--- config.mk ---
export PLATFORM = sky130hd
export DESIGN_NAME = timestamp_text_to_ticks
export DESIGN_NICKNAME = d
export VERILOG_FILES = /design/src/tstt_pkg.sv /design/src/tstt_front.sv /design/src/tstt_fifo.sv /design/src/tstt_back.sv /design/src/timestamp_text_to_ticks.sv
export SDC_FILE = /design/constraint.sdc
export NUM_CORES = 2
export LEC_CHECK = 0
export ABC_AREA = 1
export BUFFER_PORTS_ARGS = -buffer_cell sky130_fd_sc_hd__buf_4
export CORE_ASPECT_RATIO = 1.5
export CORE_MARGIN = 2
export CORE_UTILIZATION = 66
export DETAILED_ROUTE_END_ITERATION = 16
export PLACE_DENSITY = 0.83
export SLEW_MARGIN = 30
export SYNTH_ARGS = -nofsm -noshare
export SYNTH_HDL_FRONTEND = slang
export SYNTH_HIERARCHICAL = 1
export SYNTH_SLANG_ARGS = --single-unit
--- constraint.sdc ---
create_clock -name aclk -period 8.1 [get_ports aclk]
set_input_delay 1.215 -clock aclk [delete_from_list [all_inputs] [get_ports aclk]]
set_output_delay 1.215 -clock aclk [all_outputs]
set_load 0.02 [all_outputs]
--- src/tstt_pkg.sv ---
`timescale 1ns / 1ps
// ---------------------------------------------------------------------------
// tstt_pkg
// shared types, constants and tables of the timestamp text to ticks block
// ---------------------------------------------------------------------------
package tstt_pkg;

    localparam int QDEPTH = 2;
    localparam int QPTR_W = $clog2(QDEPTH);
    localparam int QCNT_W = $clog2(QDEPTH + 1);

    localparam logic [7:0] CHAR_ZERO       = 8'h30;
    localparam logic [7:0] CHAR_NINE       = 8'h39;
    localparam logic [7:0] CHAR_DASH       = 8'h2d;
    localparam logic [7:0] CHAR_UNDERSCORE = 8'h5f;

    localparam logic [4:0] POS_YEAR_SEP   = 5'd4;
    localparam logic [4:0] POS_MONTH_SEP  = 5'd7;
    localparam logic [4:0] POS_DATE_SEP   = 5'd10;
    localparam logic [4:0] POS_HOUR_SEP   = 5'd13;
    localparam logic [4:0] POS_MINUTE_SEP = 5'd16;
    localparam logic [4:0] STAMP_LEN      = 5'd19;
    localparam logic [4:0] POS_SAT        = 5'd20;

    localparam logic [13:0] MAX_YEAR   = 14'd9999;
    localparam logic [6:0]  MAX_MONTH  = 7'd12;
    localparam logic [6:0]  MAX_HOUR   = 7'd23;
    localparam logic [6:0]  MAX_MINSEC = 7'd59;

    // floor(x / 100) = (x * 5243) >> 19 for x below 10000
    localparam logic [12:0] RECIP_100   = 13'd5243;
    localparam int          RECIP_SHIFT = 19;

    localparam logic [8:0]  DAYS_PER_YEAR  = 9'd365;
    localparam logic [16:0] SECS_PER_DAY   = 17'd86400;
    localparam logic [11:0] SECS_PER_HOUR  = 12'd3600;
    localparam logic [5:0]  SECS_PER_MIN   = 6'd60;
    localparam logic [23:0] TICKS_PER_SEC  = 24'd10000000;
    localparam int          SECS_LO_W      = 20;
    localparam logic [61:0] MAX_TICKS      = 62'd3155378975990000000;

    typedef struct packed {
        logic        text_ok;
        logic [13:0] year;
        logic [6:0]  month;
        logic [6:0]  day;
        logic [6:0]  hour;
        logic [6:0]  minute;
        logic [6:0]  second;
    } stamp_t;

    typedef enum logic [3:0] {
        B_IDLE,
        B_QYEAR,
        B_QPREV,
        B_CHECK,
        B_DAYS,
        B_SECS,
        B_MLO,
        B_MHI,
        B_OUT
    } back_state_t;

    // days of the year before the start of month m + 1
    function automatic logic [8:0] month_start(input logic [3:0] m, input logic leap);
        logic [8:0] base;
        case (m)
            4'd0:    base = 9'd0;
            4'd1:    base = 9'd31;
            4'd2:    base = 9'd59;
            4'd3:    base = 9'd90;
            4'd4:    base = 9'd120;
            4'd5:    base = 9'd151;
            4'd6:    base = 9'd181;
            4'd7:    base = 9'd212;
            4'd8:    base = 9'd243;
            4'd9:    base = 9'd273;
            4'd10:   base = 9'd304;
            4'd11:   base = 9'd334;
            4'd12:   base = 9'd365;
            default: base = 9'd0;
        endcase
        return (leap && m >= 4'd2) ? base + 9'd1 : base;
    endfunction

endpackage

--- src/tstt_front.sv ---
`timescale 1ns / 1ps
// ---------------------------------------------------------------------------
// tstt_front
// takes text words, checks each character and gathers the date fields
// ---------------------------------------------------------------------------
module tstt_front import tstt_pkg::*; (
    input  logic       aclk,
    input  logic       aresetn,
    input  logic       s_tvalid,
    output logic       s_tready,
    input  logic [7:0] s_tdata,
    input  logic       s_tlast,
    output logic       push_valid,
    input  logic       push_ready,
    output stamp_t     push_data
);

    logic [4:0]  pos_reg, pos_next, pos_upd;
    logic        bad_reg, bad_next, bad_upd;
    logic [13:0] year_reg, year_next, year_upd;
    logic [6:0]  month_reg, month_next, month_upd;
    logic [6:0]  day_reg, day_next, day_upd;
    logic [6:0]  hour_reg, hour_next, hour_upd;
    logic [6:0]  minute_reg, minute_next, minute_upd;
    logic [6:0]  second_reg, second_next, second_upd;
    logic        accept;
    logic        is_digit;
    logic [3:0]  digit;

    function automatic logic [13:0] acc_step(input logic [13:0] acc, input logic [3:0] d);
        return {acc[10:0], 3'b000} + {acc[12:0], 1'b0} + {10'd0, d};
    endfunction

    assign s_tready = push_ready;
    assign accept   = s_tvalid && s_tready;
    assign is_digit = (s_tdata >= CHAR_ZERO) && (s_tdata <= CHAR_NINE);
    assign digit    = s_tdata[3:0];

    always_comb begin
        pos_upd    = pos_reg;
        bad_upd    = bad_reg;
        year_upd   = year_reg;
        month_upd  = month_reg;
        day_upd    = day_reg;
        hour_upd   = hour_reg;
        minute_upd = minute_reg;
        second_upd = second_reg;
        if (pos_reg < STAMP_LEN) begin
            case (pos_reg)
                POS_YEAR_SEP, POS_MONTH_SEP, POS_HOUR_SEP, POS_MINUTE_SEP: begin
                    if (s_tdata != CHAR_DASH) bad_upd = 1'b1;
                end
                POS_DATE_SEP: begin
                    if (s_tdata != CHAR_UNDERSCORE) bad_upd = 1'b1;
                end
                default: begin
                    if (!is_digit) begin
                        bad_upd = 1'b1;
                    end else if (pos_reg < POS_YEAR_SEP) begin
                        year_upd = acc_step(year_reg, digit);
                    end else if (pos_reg < POS_MONTH_SEP) begin
                        month_upd = 7'(acc_step({7'd0, month_reg}, digit));
                    end else if (pos_reg < POS_DATE_SEP) begin
                        day_upd = 7'(acc_step({7'd0, day_reg}, digit));
                    end else if (pos_reg < POS_HOUR_SEP) begin
                        hour_upd = 7'(acc_step({7'd0, hour_reg}, digit));
                    end else if (pos_reg < POS_MINUTE_SEP) begin
                        minute_upd = 7'(acc_step({7'd0, minute_reg}, digit));
                    end else begin
                        second_upd = 7'(acc_step({7'd0, second_reg}, digit));
                    end
                end
            endcase
        end
        if (pos_reg < POS_SAT) pos_upd = pos_reg + 5'd1;
    end

    always_comb begin
        pos_next    = pos_reg;
        bad_next    = bad_reg;
        year_next   = year_reg;
        month_next  = month_reg;
        day_next    = day_reg;
        hour_next   = hour_reg;
        minute_next = minute_reg;
        second_next = second_reg;
        if (accept) begin
            if (s_tlast) begin
                pos_next    = '0;
                bad_next    = 1'b0;
                year_next   = '0;
                month_next  = '0;
                day_next    = '0;
                hour_next   = '0;
                minute_next = '0;
                second_next = '0;
            end else begin
                pos_next    = pos_upd;
                bad_next    = bad_upd;
                year_next   = year_upd;
                month_next  = month_upd;
                day_next    = day_upd;
                hour_next   = hour_upd;
                minute_next = minute_upd;
                second_next = second_upd;
            end
        end
    end

    assign push_valid        = accept && s_tlast;
    assign push_data.text_ok = (pos_upd == STAMP_LEN) && !bad_upd;
    assign push_data.year    = year_upd;
    assign push_data.month   = month_upd;
    assign push_data.day     = day_upd;
    assign push_data.hour    = hour_upd;
    assign push_data.minute  = minute_upd;
    assign push_data.second  = second_upd;

    always_ff @(posedge aclk) begin
        if (!aresetn) begin
            pos_reg    <= '0;
            bad_reg    <= 1'b0;
            year_reg   <= '0;
            month_reg  <= '0;
            day_reg    <= '0;
            hour_reg   <= '0;
            minute_reg <= '0;
            second_reg <= '0;
        end else begin
            pos_reg    <= pos_next;
            bad_reg    <= bad_next;
            year_reg   <= year_next;
            month_reg  <= month_next;
            day_reg    <= day_next;
            hour_reg   <= hour_next;
            minute_reg <= minute_next;
            second_reg <= second_next;
        end
    end

endmodule

--- src/tstt_fifo.sv ---
`timescale 1ns / 1ps
// ---------------------------------------------------------------------------
// tstt_fifo
// short queue of gathered timestamps between the front and back parts
// ---------------------------------------------------------------------------
module tstt_fifo import tstt_pkg::*; (
    input  logic   aclk,
    input  logic   aresetn,
    input  logic   push_valid,
    output logic   push_ready,
    input  stamp_t push_data,
    output logic   pop_valid,
    input  logic   pop_ready,
    output stamp_t pop_data
);

    stamp_t              entry_reg [QDEPTH];
    logic [QPTR_W-1:0]   wr_ptr_reg, wr_ptr_next;
    logic [QPTR_W-1:0]   rd_ptr_reg, rd_ptr_next;
    logic [QCNT_W-1:0]   count_reg, count_next;
    logic                do_push, do_pop;

    assign push_ready = (count_reg != QCNT_W'(QDEPTH));
    assign pop_valid  = (count_reg != '0);
    assign pop_data   = entry_reg[rd_ptr_reg];
    assign do_push    = push_valid && push_ready;
    assign do_pop     = pop_valid && pop_ready;

    always_comb begin
        wr_ptr_next = wr_ptr_reg;
        rd_ptr_next = rd_ptr_reg;
        count_next  = count_reg;
        if (do_push) wr_ptr_next = (wr_ptr_reg == QPTR_W'(QDEPTH - 1)) ? '0 : wr_ptr_reg + 1'b1;
        if (do_pop)  rd_ptr_next = (rd_ptr_reg == QPTR_W'(QDEPTH - 1)) ? '0 : rd_ptr_reg + 1'b1;
        case ({do_push, do_pop})
            2'b10:   count_next = count_reg + 1'b1;
            2'b01:   count_next = count_reg - 1'b1;
            default: count_next = count_reg;
        endcase
    end

    always_ff @(posedge aclk) begin
        if (do_push) entry_reg[wr_ptr_reg] <= push_data;
    end

    always_ff @(posedge aclk) begin
        if (!aresetn) begin
            wr_ptr_reg <= '0;
            rd_ptr_reg <= '0;
            count_reg  <= '0;
        end else begin
            wr_ptr_reg <= wr_ptr_next;
            rd_ptr_reg <= rd_ptr_next;
            count_reg  <= count_next;
        end
    end

endmodule

--- src/tstt_back.sv ---
`timescale 1ns / 1ps
// ---------------------------------------------------------------------------
// tstt_back
// range checks and tick arithmetic of one timestamp, sequenced over cycles
// ---------------------------------------------------------------------------
module tstt_back import tstt_pkg::*; (
    input  logic        aclk,
    input  logic        aresetn,
    input  logic        pop_valid,
    output logic        pop_ready,
    input  stamp_t      pop_data,
    output logic        m_tvalid,
    input  logic        m_tready,
    output logic [63:0] m_tdata
);

    back_state_t  state_reg, state_next;
    stamp_t       stamp_reg, stamp_next;
    logic [6:0]   q_year_reg, q_year_next;
    logic [6:0]   q_prev_reg, q_prev_next;
    logic         leap_reg, leap_next;
    logic         ok_reg, ok_next;
    logic [21:0]  ylin_reg, ylin_next;
    logic [21:0]  days_reg, days_next;
    logic [16:0]  hms_reg, hms_next;
    logic [38:0]  secs_reg, secs_next;
    logic [43:0]  plo_reg, plo_next;
    logic [61:0]  tick_reg, tick_next;
    logic         out_valid_reg, out_valid_next;
    logic [63:0]  out_data_reg, out_data_next;

    logic [13:0]  year_prev;
    logic [26:0]  recip_prod;
    logic [3:0]   mon;
    logic         leap_c;
    logic [8:0]   mon_len;
    logic         range_ok;
    logic [42:0]  phi;
    logic         out_free;

    assign year_prev = stamp_reg.year - 14'd1;
    assign mon       = stamp_reg.month[3:0];
    assign out_free  = !out_valid_reg || m_tready;

    always_comb begin
        state_next     = state_reg;
        stamp_next     = stamp_reg;
        q_year_next    = q_year_reg;
        q_prev_next    = q_prev_reg;
        leap_next      = leap_reg;
        ok_next        = ok_reg;
        ylin_next      = ylin_reg;
        days_next      = days_reg;
        hms_next       = hms_reg;
        secs_next      = secs_reg;
        plo_next       = plo_reg;
        tick_next      = tick_reg;
        out_valid_next = out_valid_reg;
        out_data_next  = out_data_reg;
        pop_ready      = 1'b0;
        recip_prod     = '0;
        leap_c         = 1'b0;
        mon_len        = '0;
        range_ok       = 1'b0;
        phi            = '0;
        if (out_valid_reg && m_tready) out_valid_next = 1'b0;
        case (state_reg)
            B_IDLE: begin
                pop_ready = 1'b1;
                if (pop_valid) begin
                    stamp_next = pop_data;
                    state_next = B_QYEAR;
                end
            end
            B_QYEAR: begin
                recip_prod  = stamp_reg.year * RECIP_100;
                q_year_next = recip_prod[RECIP_SHIFT+6:RECIP_SHIFT];
                state_next  = B_QPREV;
            end
            B_QPREV: begin
                recip_prod  = year_prev * RECIP_100;
                q_prev_next = recip_prod[RECIP_SHIFT+6:RECIP_SHIFT];
                state_next  = B_CHECK;
            end
            B_CHECK: begin
                leap_c = (stamp_reg.year[1:0] == 2'b00)
                    && ((stamp_reg.year != 14'(q_year_reg * 7'd100))
                        || (q_year_reg[1:0] == 2'b00));
                mon_len  = month_start(mon, leap_c) - month_start(mon - 4'd1, leap_c);
                range_ok = (stamp_reg.year >= 14'd1) && (stamp_reg.year <= MAX_YEAR)
                    && (stamp_reg.month >= 7'd1) && (stamp_reg.month <= MAX_MONTH)
                    && (stamp_reg.hour <= MAX_HOUR) && (stamp_reg.minute <= MAX_MINSEC)
                    && (stamp_reg.second <= MAX_MINSEC);
                ok_next = stamp_reg.text_ok && range_ok && (stamp_reg.day >= 7'd1)
                    && ({2'b00, stamp_reg.day} <= mon_len);
                leap_next = leap_c;
                ylin_next = 22'(year_prev * DAYS_PER_YEAR) + {10'd0, year_prev[13:2]}
                    - {15'd0, q_prev_reg} + {17'd0, q_prev_reg[6:2]};
                state_next = B_DAYS;
            end
            B_DAYS: begin
                days_next = ylin_reg + {13'd0, month_start(mon - 4'd1, leap_reg)}
                    + {15'd0, stamp_reg.day} - 22'd1;
                hms_next = 17'(stamp_reg.hour * SECS_PER_HOUR)
                    + 17'(stamp_reg.minute * SECS_PER_MIN) + {10'd0, stamp_reg.second};
                state_next = B_SECS;
            end
            B_SECS: begin
                secs_next  = 39'(days_reg * SECS_PER_DAY) + {22'd0, hms_reg};
                state_next = B_MLO;
            end
            B_MLO: begin
                plo_next   = secs_reg[SECS_LO_W-1:0] * TICKS_PER_SEC;
                state_next = B_MHI;
            end
            B_MHI: begin
                phi        = secs_reg[38:SECS_LO_W] * TICKS_PER_SEC;
                tick_next  = 62'({phi, {SECS_LO_W{1'b0}}}) + {18'd0, plo_reg};
                state_next = B_OUT;
            end
            B_OUT: begin
                if (out_free) begin
                    out_valid_next = 1'b1;
                    out_data_next  = {1'b0, ok_reg ? tick_reg : 62'd0, ok_reg};
                    state_next     = B_IDLE;
                end
            end
            default: state_next = B_IDLE;
        endcase
    end

    assign m_tvalid = out_valid_reg;
    assign m_tdata  = out_data_reg;

    always_ff @(posedge aclk) begin
        stamp_reg    <= stamp_next;
        q_year_reg   <= q_year_next;
        q_prev_reg   <= q_prev_next;
        leap_reg     <= leap_next;
        ok_reg       <= ok_next;
        ylin_reg     <= ylin_next;
        days_reg     <= days_next;
        hms_reg      <= hms_next;
        secs_reg     <= secs_next;
        plo_reg      <= plo_next;
        tick_reg     <= tick_next;
        out_data_reg <= out_data_next;
    end

    always_ff @(posedge aclk) begin
        if (!aresetn) begin
            state_reg     <= B_IDLE;
            out_valid_reg <= 1'b0;
        end else begin
            state_reg     <= state_next;
            out_valid_reg <= out_valid_next;
        end
    end

endmodule

--- src/timestamp_text_to_ticks.sv ---
`timescale 1ns / 1ps
// ---------------------------------------------------------------------------
// timestamp_text_to_ticks
// parses 'yyyy-MM-dd_HH-mm-ss' text into 100 ns ticks since 0001-01-01
// ---------------------------------------------------------------------------
// One character is taken per word, one word per cycle, with tlast on the final
// character of a timestamp. Characters are checked and the date fields gathered
// as they arrive; on tlast the gathered fields go into a two-entry queue and the
// stream carries on. A back sequencer takes each queued timestamp through range
// checks and the tick arithmetic (two reciprocal divisions by 100, checks, day
// count, seconds, and a 39 by 24 bit product in two halves) and pops the next
// timestamp only once the last result is in the output register; the input
// only stalls when the queue is full. The result word gives ok in bit 0 and the
// tick count in bits 62:1, forced to zero when the text is not a valid time.
// ---------------------------------------------------------------------------
module timestamp_text_to_ticks import tstt_pkg::*; (
    input  logic        aclk,
    input  logic        aresetn,
    input  logic        s_tvalid,
    output logic        s_tready,
    input  logic [7:0]  s_tdata,   // char_code[7:0]
    input  logic        s_tlast,
    output logic        m_tvalid,
    input  logic        m_tready,
    output logic [63:0] m_tdata    // ok[0], tick_count[62:1], zero[63]
);

    logic   push_valid, push_ready;
    stamp_t push_data;
    logic   pop_valid, pop_ready;
    stamp_t pop_data;

    tstt_front u_front (
        .aclk       (aclk),
        .aresetn    (aresetn),
        .s_tvalid   (s_tvalid),
        .s_tready   (s_tready),
        .s_tdata    (s_tdata),
        .s_tlast    (s_tlast),
        .push_valid (push_valid),
        .push_ready (push_ready),
        .push_data  (push_data)
    );

    tstt_fifo u_fifo (
        .aclk       (aclk),
        .aresetn    (aresetn),
        .push_valid (push_valid),
        .push_ready (push_ready),
        .push_data  (push_data),
        .pop_valid  (pop_valid),
        .pop_ready  (pop_ready),
        .pop_data   (pop_data)
    );

    tstt_back u_back (
        .aclk      (aclk),
        .aresetn   (aresetn),
        .pop_valid (pop_valid),
        .pop_ready (pop_ready),
        .pop_data  (pop_data),
        .m_tvalid  (m_tvalid),
        .m_tready  (m_tready),
        .m_tdata   (m_tdata)
    );

    a_not_ok_zero : assert property (@(posedge aclk) disable iff (!aresetn)
        (m_tvalid && !m_tdata[0]) |-> (m_tdata[62:1] == 62'd0))
        else $error("tick count not zero on a failed timestamp");

    a_ticks_in_range : assert property (@(posedge aclk) disable iff (!aresetn)
        m_tvalid |-> (m_tdata[62:1] <= MAX_TICKS) && !m_tdata[63])
        else $error("tick count beyond the last valid time");

    a_final_queued : assert property (@(posedge aclk) disable iff (!aresetn)
        (s_tvalid && s_tready && s_tlast) |=> pop_valid)
        else $error("final character did not reach the queue");

endmodule
==> impl_metrics.ini <==
[sta]
setup_viol = 0
slew_viol_final = 0
hold_viol = 0
worstMarginPinSlew_ns = 1.03
fin_worst_skew_ns = 0.0538
rsz0062_at_grt = false
slew_headroom = 0.313
fin_crit_sh = 0.884
fin_crit_ns = 7.16
timing.fmax_mhz = 140
setup_tns_ns = 0

[synthesis]
synth_area_per_cell_um2 = 9.05
ys_seq_area_frac = 0.250
syn_inst = 6151
synth_warnings = 6
yosysTopAreaCell = edfxtp_1
synth_area_um2 = 55600
synth_top_area_share = 0.223
synthFlopType = edfxtp_1
synth-seq-cells = 488
synth_edf_count = 414
synthArstFlopShare = 0
synthTopCellsByArea = edfxtp_1 22%, ha_1 22%, fa_1 17%
synth.distinct_cells = 68

[global_route]
overflow = 0
antenna_found_initial = 0
grt_first_pass_wirelength_mm = 212
grt_max_degree = 58
grt_pass1_vias = 43645
grtUsageTotal = 0.310

[floorplan]
core_area_um2 = 83600
ios = 79
die-width_um = 241
die-area_um2 = 86700
rows = 130
initial_core_util = 0.665
die_y_um = 360

[layout]
fin_area_um2 = 59200
nFillCells = 6260
antenna_cells = 0
finish.utilization = 0.708
drive_above_1_share = 0.0566
nNetsFinal = 7710
area_growth_pct = 6.45
largest_reg_flops = 100

[setup_path]
critical_path_class = reg -> reg
start_kind = register
worstPathRequired_ns = 8.47
crit_arrival_ns = 7.53
end_kind = register
r2r_cells = 23
cp_max_fo = 10

[route]
viasPerCell = 5.52
antenna_left = 0
drt_iter0_markers = 2050
routed_wl_mm = 130
vias = 40899
routedWlPerCell_um = 17.6
first_pass_iters = 6
drcViolationCount = 0

[run]
cap_viol_max_count = 0

[place]
dp_hpwl_mm = 108
gp_congestion = 0.972
placed_cell_area_um2 = 57500
port_buffers = 70

[clock_network]
clkTransAtPathRegs_ns = 0.07
cts_buffer_depth = 3
numCtsBuffers = 50
cts-htree-levels = 2
clock_latency_ns = 0.67
root_buffer = clkbuf_16
ctsHoldBuffers = 0
post_cts_buffers = 0
cts_tree = built
cts_resized = 0
clkSinkCount = 488

[worst_hold_path]
hp-class = reg -> reg
hold_depth = 0

[run_status]
status = completed
[synth_stat cells (all sizes together), types with 2 or more instances]
master,n
fa,470
o22ai,3
a2111oi,2
o21ai,169
o41ai,2
o221a,2
inv,1499
nand3,222
and3,3
or2,3
xnor2,105
nor2,315
a21oi,305
mux2,52
o21bai,11
o21a,9
a21o,19
a31oi,17
xor2,168
clkbuf,21
nand3b,13
nand4,85
buf,33
edfxtp,414
dfxtp,74
a211oi,2
ha,976
and2,13
a21boi,12
nand2,1048
nor4,12
o211ai,9
o31ai,7
nor3,43
o2111ai,2
[stage by stage]
step                cells  hold WS [ns]  setup slack (ns)
floorplan            6158         0.400             0.909
global placement     7319         0.401              1.05
detailed placement   7320         0.405             0.893
CTS                  7414         0.415             0.882
global route         7415         0.424             0.308
finish               7415         0.408             0.938
[worst max-delay path, cell delays in order (launching register included)]
cell and delay, ns:
edfxtp_1 0.63, inv_1 0.22, ha_1 0.25, a21boi_0 0.27, o21ai_0 0.25, o21ai_0 0.23, nand2_1 0.19, nor2_1 0.16
xor2_1 0.43, inv_1 0.36, fa_1 0.55, ha_1 0.31, fa_1 0.47, fa_1 0.53, fa_1 0.50, ha_1 0.34
a21oi_1 0.25, o21ai_0 0.13, nand2_1 0.07, and3_1 0.15, nand3_1 0.11, a21o_1 0.21, a31oi_1 0.18, xnor2_1 0.10
[metal layers]
metal,GRT usage,share of wire,up-vias
li1,-,-,19800
met1,0.304,0.34,19541
met2,0.604,0.55,1050
met3,0.0341,0.034,508
met4,0.194,0.074,0
met5,0,0,-
[layout by cell type (no fill, tap or decap), drive strengths merged, types with 43 or more instances in the layout]
master,instances
inv,1508
nand2,1048
ha,976
fa,470
edfxtp,414
nor2,315
a21oi,305
nand3,222
o21ai,169
xor2,168
xnor2,105
buf,95
nand4,85
dfxtp,74
clkbuf,61
mux2,52
nor3,43
[cell families after synthesis]
family	share of synthesized area
AO/OA/AOI/OAI	0.0573
other	0.0000674
buffers and inverters	0.108
flip-flops	0.250
AND/OR/NAND/NOR	0.137
adder cells (fa/ha/maj)	0.389
XOR/XNOR	0.0446
multiplexers	0.0139
[layout make-up]
type | count | area [µm²] | share of cell area
repair buffers | 95 | 753 | 0.0127
clock inverters | 33 | 385 | 0.00651
flip-flops and latches | 488 | 13900 | 0.235
inverters | 1500 | 5630 | 0.0951
clock buffers | 61 | 1330 | 0.0225
multi-input cells | 4116 | 35800 | 0.605
well taps | 1122 | 1400 | 0.0237
[path summary, 6_finish.rpt]
kind / to / slack (ns) / start
max: u_back/q_prev_reg[6] / 0.94 / u_back/stamp_reg[36]
min: u_back/secs_reg[1] / 0.41 / u_back/hms_reg[1]
max reg2reg: u_back/q_prev_reg[6] / 0.94 / u_back/stamp_reg[36]
min reg2reg: u_back/secs_reg[1] / 0.41 / u_back/hms_reg[1]
Power is left out: the tool's default activity adds up to more than one toggle a clock period on the data nets, which glitch-free logic cannot reach.
